==> config.mk <==
export PLATFORM = sky130hd
export DESIGN_NAME = key_press_long_press_beeper
export DESIGN_NICKNAME = d
export VERILOG_FILES = /design/src/rtl/kplpb_pkg.sv /design/src/rtl/kplpb_lane.sv /design/src/rtl/kplpb_merge.sv /design/src/rtl/key_press_long_press_beeper.sv
export SDC_FILE = /design/constraint.sdc
export NUM_CORES = 1
export LEC_CHECK = 0
export BUFFER_PORTS_ARGS = -buffer_cell sky130_fd_sc_hd__buf_2
export CELL_PAD_IN_SITES_DETAIL_PLACEMENT = 1
export CELL_PAD_IN_SITES_GLOBAL_PLACEMENT = 1
export CORE_ASPECT_RATIO = 0.9
export CORE_MARGIN = 2
export CORE_UTILIZATION = 48
export CTS_BUF_LIST = sky130_fd_sc_hd__clkbuf_8
export DETAILED_ROUTE_END_ITERATION = 12
export PLACE_DENSITY = 0.81
export SLEW_MARGIN = 10
export SYNTH_ARGS = -nofsm -noshare
export SYNTH_HDL_FRONTEND = slang
export SYNTH_SLANG_ARGS = --single-unit
==> constraint.sdc <==
create_clock -name clk -period 4.5 [get_ports clk]
set_input_delay 0.225 -clock clk [delete_from_list [all_inputs] [get_ports clk]]
set_output_delay 0.225 -clock clk [all_outputs]
set_load 0.01 [all_outputs]
==> src/rtl/kplpb_pkg.sv <==
`timescale 1ns / 1ps

package kplpb_pkg;

  // Number of keys that are tracked; key bits at or above this are ignored.
  localparam int NUM_KEYS = 7;

  // Fixed field widths.
  localparam int KEY_W   = 7;
  localparam int CNT_W   = 8;
  localparam int CFG_W   = 8;
  localparam int CFG_IDX_W = 2;

  // Number of key lanes actually built.
  localparam int LANES = (NUM_KEYS < KEY_W) ? NUM_KEYS : KEY_W;

  // Mask of the key bits that are in use.
  localparam logic [KEY_W-1:0] KEYS_USED = KEY_W'((32'd1 << LANES) - 32'd1);

  // Reset values of the configuration registers and the pending count.
  localparam logic [CNT_W-1:0] LIMIT_RESET   = CNT_W'(200);
  localparam logic [KEY_W-1:0] MASK_RESET    = KEY_W'(127);
  localparam logic [CNT_W-1:0] PENDING_RESET = CNT_W'(1);
  localparam logic [CNT_W-1:0] PENDING_MAX   = CNT_W'(255);

  // Configuration register indexes.
  typedef enum logic [CFG_IDX_W-1:0] {
    REG_LONG_PRESS_LIMIT = 2'd0,
    REG_PRESS_BEEP_MASK  = 2'd1,
    REG_LONG_BEEP_MASK   = 2'd2
  } cfg_reg_t;

  // Input item.
  typedef struct packed {
    logic             beep_tick;
    logic             scan_valid;
    logic [KEY_W-1:0] key_bits;
    logic             beep_hold;
  } item_t;

  // Result item.
  typedef struct packed {
    logic             beeper_on;
    logic [KEY_W-1:0] press_edges;
    logic [KEY_W-1:0] long_edges;
    logic [KEY_W-1:0] keys_held;
    logic [CNT_W-1:0] pending_beeps;
  } result_t;

  // Configuration register contents shared by the lanes and the merge stage.
  typedef struct packed {
    logic [CNT_W-1:0] long_press_limit;
    logic [KEY_W-1:0] press_beep_mask;
    logic [KEY_W-1:0] long_beep_mask;
  } cfg_t;

endpackage

==> src/rtl/kplpb_lane.sv <==
`timescale 1ns / 1ps

module kplpb_lane (
  input  logic                  clk,
  input  logic                  rst,
  input  logic                  step,
  input  logic                  key,
  input  logic [kplpb_pkg::CNT_W-1:0] limit,
  output logic                  long_press
);
  import kplpb_pkg::*;

  logic [CNT_W-1:0] hold_time;
  logic             at_limit;

  // A held key whose count has reached the limit is in long press.
  assign at_limit   = (hold_time >= limit);
  assign long_press = key & at_limit;

  // Count scans while the key is held; a release clears the count.
  always_ff @(posedge clk) begin
    if (rst) begin
      hold_time <= '0;
    end else if (step) begin
      if (key) begin
        if (!at_limit) begin
          hold_time <= hold_time + CNT_W'(1);
        end
      end else begin
        hold_time <= '0;
      end
    end
  end

endmodule

==> src/rtl/kplpb_merge.sv <==
`timescale 1ns / 1ps

module kplpb_merge (
  input  logic                    clk,
  input  logic                    rst,
  input  logic                    accept,
  input  kplpb_pkg::item_t        item,
  input  logic [kplpb_pkg::KEY_W-1:0] keys,
  input  logic [kplpb_pkg::KEY_W-1:0] long_vec,
  input  kplpb_pkg::cfg_t         cfg,
  output kplpb_pkg::result_t      result
);
  import kplpb_pkg::*;

  logic [KEY_W-1:0] prev_keys;
  logic [KEY_W-1:0] prev_long;
  logic [CNT_W-1:0] beep_pending;
  logic             beep_active;

  logic [KEY_W-1:0] prev_keys_next;
  logic [KEY_W-1:0] prev_long_next;
  logic [CNT_W-1:0] beep_pending_next;
  logic             beep_active_next;

  logic [CNT_W-1:0] pending_tick;
  logic             active_tick;
  logic [KEY_W-1:0] press;
  logic [KEY_W-1:0] lng_edge;
  logic             add_press;
  logic             add_long;
  logic [CNT_W:0]   pending_sum;

  // Beep tick is handled before the scan.
  always_comb begin
    pending_tick = beep_pending;
    active_tick  = beep_active;
    if (item.beep_tick) begin
      if (item.beep_hold) begin
        active_tick  = 1'b1;
        pending_tick = '0;
      end else if (beep_active) begin
        active_tick = 1'b0;
      end else if (beep_pending != '0) begin
        pending_tick = beep_pending - CNT_W'(1);
        active_tick  = 1'b1;
      end
    end
  end

  // Edge detection over all lanes and beep requests from the masks.
  always_comb begin
    press    = item.scan_valid ? (keys & ~prev_keys) : '0;
    lng_edge = item.scan_valid ? (long_vec & ~prev_long) : '0;
    add_press = |(press & cfg.press_beep_mask);
    add_long  = |(lng_edge & cfg.long_beep_mask);
    pending_sum = {1'b0, pending_tick} + {{CNT_W{1'b0}}, add_press}
                + {{CNT_W{1'b0}}, add_long};
  end

  // Next state; the pending count saturates at its maximum.
  always_comb begin
    prev_keys_next    = item.scan_valid ? keys : prev_keys;
    prev_long_next    = item.scan_valid ? long_vec : prev_long;
    beep_active_next  = active_tick;
    if (pending_sum > {1'b0, PENDING_MAX}) begin
      beep_pending_next = PENDING_MAX;
    end else begin
      beep_pending_next = pending_sum[CNT_W-1:0];
    end
  end

  always_ff @(posedge clk) begin
    if (rst) begin
      prev_keys    <= '0;
      prev_long    <= '0;
      beep_pending <= PENDING_RESET;
      beep_active  <= 1'b0;
    end else if (accept) begin
      prev_keys    <= prev_keys_next;
      prev_long    <= prev_long_next;
      beep_pending <= beep_pending_next;
      beep_active  <= beep_active_next;
    end
  end

  // Result of this item as it will be registered at the output.
  always_comb begin
    result.beeper_on     = beep_active_next;
    result.press_edges   = press;
    result.long_edges    = lng_edge;
    result.keys_held     = prev_keys_next;
    result.pending_beeps = beep_pending_next;
  end

endmodule

==> src/rtl/key_press_long_press_beeper.sv <==
`timescale 1ns / 1ps

// Key press and long-press detector with a paced beeper. The block takes one
// tick event per cycle and gives one result per event, in the cycle after the
// request is accepted, from an output register. The whole step (per-key hold
// counters in parallel lanes, edge merge and beeper update) is one level of
// logic, so a new request is accepted every cycle; ready drops only while the
// output register holds a result that has not been taken. There is no
// clearing pass after reset. Configuration writes are always accepted.
module key_press_long_press_beeper (
  input  logic                          clk,
  input  logic                          rst,
  input  logic                          item_valid,
  output logic                          item_ready,
  input  kplpb_pkg::item_t              item,
  output logic                          result_valid,
  input  logic                          result_ready,
  output kplpb_pkg::result_t            result,
  input  logic                          cfg_valid,
  output logic                          cfg_ready,
  input  logic [kplpb_pkg::CFG_IDX_W-1:0] cfg_index,
  input  logic [kplpb_pkg::CFG_W-1:0]   cfg_data
);
  import kplpb_pkg::*;

  cfg_t             cfg;
  logic             accept;
  logic [KEY_W-1:0] keys;
  logic [KEY_W-1:0] long_vec;
  result_t          result_next;

  assign item_ready = !result_valid || result_ready;
  assign accept     = item_valid && item_ready;
  assign cfg_ready  = 1'b1;
  assign keys       = item.key_bits & KEYS_USED;

  // Configuration registers.
  always_ff @(posedge clk) begin
    if (rst) begin
      cfg.long_press_limit <= LIMIT_RESET;
      cfg.press_beep_mask  <= MASK_RESET;
      cfg.long_beep_mask   <= MASK_RESET;
    end else if (cfg_valid) begin
      unique case (cfg_index)
        REG_LONG_PRESS_LIMIT: cfg.long_press_limit <= cfg_data;
        REG_PRESS_BEEP_MASK:  cfg.press_beep_mask  <= cfg_data[KEY_W-1:0];
        REG_LONG_BEEP_MASK:   cfg.long_beep_mask   <= cfg_data[KEY_W-1:0];
        default: ;
      endcase
    end
  end

  // One hold counter lane per key.
  genvar k;
  generate
    for (k = 0; k < KEY_W; k++) begin : g_lane
      if (k < LANES) begin : g_used
        kplpb_lane u_lane (
          .clk        (clk),
          .rst        (rst),
          .step       (accept && item.scan_valid),
          .key        (keys[k]),
          .limit      (cfg.long_press_limit),
          .long_press (long_vec[k])
        );
      end else begin : g_unused
        assign long_vec[k] = 1'b0;
      end
    end
  endgenerate

  // Merge the lanes and update the beeper.
  kplpb_merge u_merge (
    .clk      (clk),
    .rst      (rst),
    .accept   (accept),
    .item     (item),
    .keys     (keys),
    .long_vec (long_vec),
    .cfg      (cfg),
    .result   (result_next)
  );

  // Output register.
  always_ff @(posedge clk) begin
    if (rst) begin
      result_valid <= 1'b0;
    end else if (item_ready) begin
      result_valid <= item_valid;
    end
  end

  always_ff @(posedge clk) begin
    if (accept) begin
      result <= result_next;
    end
  end

  // A held beep on a tick with no scan leaves the beeper on and nothing pending.
  a_hold_forces_on: assert property (@(posedge clk) disable iff (rst)
    accept && item.beep_tick && item.beep_hold && !item.scan_valid |=>
      result_valid && result.beeper_on && (result.pending_beeps == '0))
    else $error("beep hold did not force the beeper on");

  // Press edges are always among the held keys.
  a_press_in_held: assert property (@(posedge clk) disable iff (rst)
    result_valid |-> ((result.press_edges & ~result.keys_held) == '0))
    else $error("press edge on a key that is not held");

  // Long edges are always among the held keys.
  a_long_in_held: assert property (@(posedge clk) disable iff (rst)
    result_valid |-> ((result.long_edges & ~result.keys_held) == '0))
    else $error("long edge on a key that is not held");

  // Without a scan no edges are reported.
  a_no_scan_no_edges: assert property (@(posedge clk) disable iff (rst)
    accept && !item.scan_valid |=>
      (result.press_edges == '0) && (result.long_edges == '0))
    else $error("edges reported without a scan");

endmodule

Word level (Yosys, flattened, before mapping)

Cells that the tools add are included.
Widths: inputs -> output; s select.

Input port bits: 25
Word-level logic and storage cells: 105
Flip-flop bits (word level): 132

Add/sub/neg operators: 10
Bitwise gates (word level): 13
Order comparisons: 8
Mux-type cells: 26
Reductions and logical operators: 19
Eq/ne operators: 9

Operators by type and width:

| kind                | number |
|---|---|
| $mux 8              | 19 |
| $add 8x1->8 const B | 7 |
| $ge 8x8->1          | 7 |
| $and 7x7->7         | 4 |
| $reduce_and 2->1    | 11 |
| $mux 7              | 3 |
| $ne 2x2->1 const B  | 7 |
| $not 7->7           | 2 |
| $reduce_or 7->1     | 2 |
| $add 8x1->9         | 1 |
| $add 9x1->9         | 1 |
| $gt 9x8->1 const B  | 1 |
| $reduce_bool 8->1   | 1 |
| $sub 8x1->8 const B | 1 |
| $and 1x1->1         | 7 |
| $mux 1              | 4 |
| $eq 2x1->1 const B  | 1 |
| $eq 2x2->1 const B  | 1 |
| $logic_and 1x1->1   | 2 |
| $logic_not 2->1     | 1 |
| $logic_not 1->1     | 1 |
| $logic_or 1x1->1    | 1 |

Longest topological paths before layout

Depth after elaboration: 9
Depth in mapped cells: 17
Depth with buffers taken out: 16

Cells and area by module

From an unflattened synthesis, not the netlist that was laid out.

Cells, all modules: 976
Area total of the unflattened synthesis: 8244.2 µm²

Modules (own cells, without submodules):

| module                      | cells each | seq. area each (µm²) | instances | area an instance (µm²) |
|---|---|---|---|---|
| kplpb_lane                  | 86         | 160.2                | 7         | 664.4 |
| key_press_long_press_beeper | 127        | 1361.3               | 1         | 1870.5 |
| kplpb_merge                 | 247        | 460.4                | 1         | 1722.9 |

Worst setup path before layout

OpenSTA, ideal clock, no wires.

Kind: register to register
Start point: register g_lane[2].g_used.u_lane.hold_time[0]
End point: register u_merge.beep_pending[2]
Cell stages (with the launch flop): 17
Setup time: 0.077 ns
Path slack: 1.159 ns
Required time: 4.423 ns
Buffers on the path: 1
Period minus slack after synthesis: 3.341 ns
Arrival time: 3.264 ns
Cells stage by stage: dfxtp_1 -> inv_1 -> ha_1 -> nand2b_1 -> a21o_1 -> a21oi_1 -> o21ai_0 -> a21oi_1 -> nor4b_1 -> nor4_1 -> fa_1 -> inv_1 -> ha_1 -> nand4_1 -> or3b_4 -> buf_6 -> a31oi_2

Word-level cells in the longest chain between the ends: 9

RTL lines:

| element                  | RTL line          | source |
|---|---|---|
| start: declaration       | kplpb_lane.sv:13  | `logic [CNT_W-1:0] hold_time;` |
| start signal: assignment | kplpb_lane.sv:27  | `hold_time <= hold_time + CNT_W'(1);` |
| $ge 8x8->1 *             | kplpb_lane.sv:17  | `assign at_limit = (hold_time >= limit);` |
| $and 1x1->1 *            | kplpb_lane.sv:18  | `assign long_press = key & at_limit;` |
| $and 7x7->7 *            | kplpb_merge.sv:53 | `lng_edge = item.scan_valid ? (long_vec & ~prev_long) : '0;` |
| $mux 7 *                 | kplpb_merge.sv:53 |  |
| $and 7x7->7 *            | kplpb_merge.sv:55 | `add_long = \|(lng_edge & cfg.long_beep_mask);` |
| $reduce_or 7->1 *        | kplpb_merge.sv:55 |  |
| $add 9x1->9 *            | kplpb_merge.sv:57 | `+ {{CNT_W{1'b0}}, add_long};` |
| $gt 9x8->1               | kplpb_merge.sv:65 | `if (pending_sum > {1'b0, PENDING_MAX}) begin` |
| $mux 8 *                 | kplpb_merge.sv:65 |  |
| end signal: assignment   | kplpb_merge.sv:81 | `beep_pending <= beep_pending_next;` |
| end: declaration         | kplpb_merge.sv:17 | `logic [CNT_W-1:0] beep_pending;` |

Mark *: on every way between the ends. The rest lies on a longest branch, timed or not.
A chain may end at the register's enable or synchronous reset.

==> metrics.cfg <==
[power]
clockPowerShare = 0.408
swShare = 0.272
p_int_mw = 2.01
power_frac_comb = 0.121
pwr-share-seq = 0.471
vdd_drop_max_mv = 0.190
power.density_nw_per_um2 = 334
leakage_nw = 3.40
switching_power_uw = 752

[layout]
nets = 993
area_growth_pct = 13.1
regArea_um2 = 2940
multi_input_area_um2 = 4070
stdcell_area_um2 = 8280
n_antenna_cell = 0
drive_above_1_share = 0.129
fillers = 1803

[timing]
finalSetupViolCount = 0
min_period_ps = 4210
rsz0062_at_grt = false
final.setup.tns_ps = 0
fin_crit_sh = 0.936
hold_viol = 0
maxSlewHeadroom = 0.329
finClkSkew_ps = 13.3
maxSlewViolCount = 0
worstMarginPinSlew_ps = 998
max_freq_ghz = 0.237

[clock_tree]
htree_levels = 4
clock-sinks = 132
worstSkewPairLatency_ps = 460
cts_buffers = 17
tritoncts = yes
post-cts-setup-buffers = 0
cts_max_path_buffers = 2
cts.clk_slew.worst_paths_ps = 80
root_buffer = clkbuf_8

[worst_setup_path]
required_ps = 4850
rrSetupSlack_ps = 290
cp-end-kind = flip-flop
crit_path_max_fanout = 11
critical_path_class = flip-flop to flip-flop
startpoint = cfg[19]
r2r_start = cfg[19]
r2r-end = u_merge.beep_pending[1]
cp-start-kind = flip-flop
rr_worst_depth = 16
setup.worst_path.end = u_merge.beep_pending[1]
cp.arrival_ps = 4560

[global_routing]
grt_pass1_wl_um = 36400
overflow = 0
grt_start_max_net_pins = 45
grt_pass1_vias = 6993
antenna_found_initial = 0
grtUsageTotal = 0.292

[yosys]
synth.distinct_cells = 73
synth-seq-cells = 132
synth_warnings = 0
synth_cells = 841
synth_nets = 933
avgSynthCellArea_um2 = 8.70
yosys-top-cells-count = dfxtp_1, nand2_1, ha_1, a21oi_1, nor2_1
yosysMostFrequentCell = dfxtp_1
synth_area_leaders = dfxtp_1, edfxtp_1, ha_1
synth_area_um2 = 7320
yosys.area.top_type_share = 0.279
synthArstFlopShare = 0
synth-edff-count = 30
ys.flop_type = dfxtp_1
synth.largest_area_cell = dfxtp_1
ys_seq_area_frac = 0.402

[floorplanning]
rows = 42
die_y_um = 121
die_area_um2 = 16300
coreArea_um2 = 14800
io_pins = 58
die_w_um = 134
initial_core_util = 0.494

[drt]
dr.pass1.iters = 5
drc = 0
vias = 6683
wl_per_cell_um = 20.4
drtIter0Drc = 456
final_antenna_net_count = 0
routed_wl_um = 22700
viasPerCell = 6.01

[placed_design]
place_area_um2 = 7820
dpl.hpwl_um = 16600
port_buffers = 56
place_congestion = 0.866

[outcome]
status = finished clean

[worst_hold_path]
hold_class = primary input to flip-flop

[run]
maxCapViolCount = 0

==> cells in the final DEF (no fill, tap or decap), drive strengths merged, types with 10 or more instances in the layout <==
master / instances
nand2: 98
ha: 66
a31oi: 16
a21oi: 62
nor3: 17
o21ai: 52
nand4: 15
inv: 54
xnor2: 13
edfxtp: 30
nand2b: 15
dfxtp: 102
clkbuf: 19
a21o: 20
or3: 17
o21a: 10
and3: 12
nand3: 44
nor2: 62
buf: 67
==> power groups by stage <==
stage / Sequential, mW / Clock (mW) / Combinational, mW
2_1_floorplan: 1.33 / 0 / 0.195
3_3_place_gp: 1.32 / 0 / 0.308
3_5_place_dp: 1.33 / 0 / 0.328
4_1_cts: 1.30 / 1.14 / 0.333
5_1_grt: 1.31 / 1.19 / 0.368
6_report: 1.30 / 1.13 / 0.335
==> repair_timing <==
item / in CTS / in global routing
hold buffers: 1 / 0
endpoints found under the setup margin: 0 / 2
resized for setup: 0 / 1
endpoints found under the hold margin: 1 / 0
==> sequential cells by signal, summed over array words and instances (netlist names) <==
| register | count |
|---|---|
| result_valid | 1 |
| g_lane.g_used.u_lane.hold_time | 56 |
| result | 30 |
| u_merge.prev_long | 7 |
| u_merge.beep_active | 1 |
| cfg | 22 |
| u_merge.beep_pending | 8 |
| u_merge.prev_keys | 7 |
==> how the worst min path moves through the flow <==
| stage | startpoint | end | slack (ps) | cells after the start |
|---|---|---|---|---|
| 3_5_place_dp | u_merge.prev_keys[5] | u_merge.prev_keys[5] | 460 | 2 |
| 6_report | cfg_data[3] | cfg[3] | 40 | 3 |
| 3_3_place_gp | u_merge.prev_long[0] | u_merge.prev_long[0] | 440 | 2 |
| 2_1_floorplan | cfg_data[3] | cfg[10] | 350 | 2 |
| 4_1_cts | cfg_data[3] | cfg[3] | 20 | 3 |
| 5_1_grt | cfg_data[3] | cfg[10] | 30 | 3 |
==> cells by family after synthesis <==
| group | share of synthesized area |
|---|---|
| xor+xnor | 0.0191 |
| buf+inv | 0.0431 |
| simple gates | 0.222 |
| compound gates | 0.188 |
| flops | 0.402 |
| fa+ha+maj | 0.116 |
| mux | 0.0103 |
| other cells | 0.000512 |
==> through the flow <==
stage | cells | power, mW | hold WS, ps | utilization | setup slack, ps
final | 1112 | 2.76 | 42.1 | 0.558 | 289
after global routing | 1112 | 2.87 | 26.8 | 0.558 | 28.7
after CTS | 1112 | 2.77 | 24.2 | 0.558 | 264
after detailed placement | 1079 | 1.65 | 461 | 0.528 | 294
after global placement | 1079 | 1.63 | 445 | 0.528 | 485
after floorplan | 841 | 1.52 | 349 | - | 1160
==> area by class of cell <==
cell class	count	share of cell area
sequential	132	0.356
clock buffer	19	0.0316
timing repair buffer	68	0.0451
inverter	54	0.0245
clock inverter	13	0.0218
tap	198	0.0299
multi-input combinational	628	0.492
==> per-layer routing <==
metal | GRT usage | up-vias | share of wire
met3 | 0.0627 | 47 | 0.046
met2 | 0.498 | 163 | 0.50
met4 | 0.122 | 0 | 0.030
met1 | 0.357 | 3302 | 0.43
li1 | - | 3171 | -
met5 | 0 | - | 0
==> critical path, cell delays in order, from the launching register on <==
cell	delay [ps]
dfxtp_1	300
inv_1	270
ha_1	330
a2111o_1	420
a31oi_1	160
o21ai_1	200
nand2_1	220
nor4b_1	80
buf_4	140
nor4_1	620
fa_1	290
inv_1	80
ha_1	250
nand4_1	170
or3b_4	270
nand2b_1	110
o21a_1	190
(Power assumes the default switching activity.)
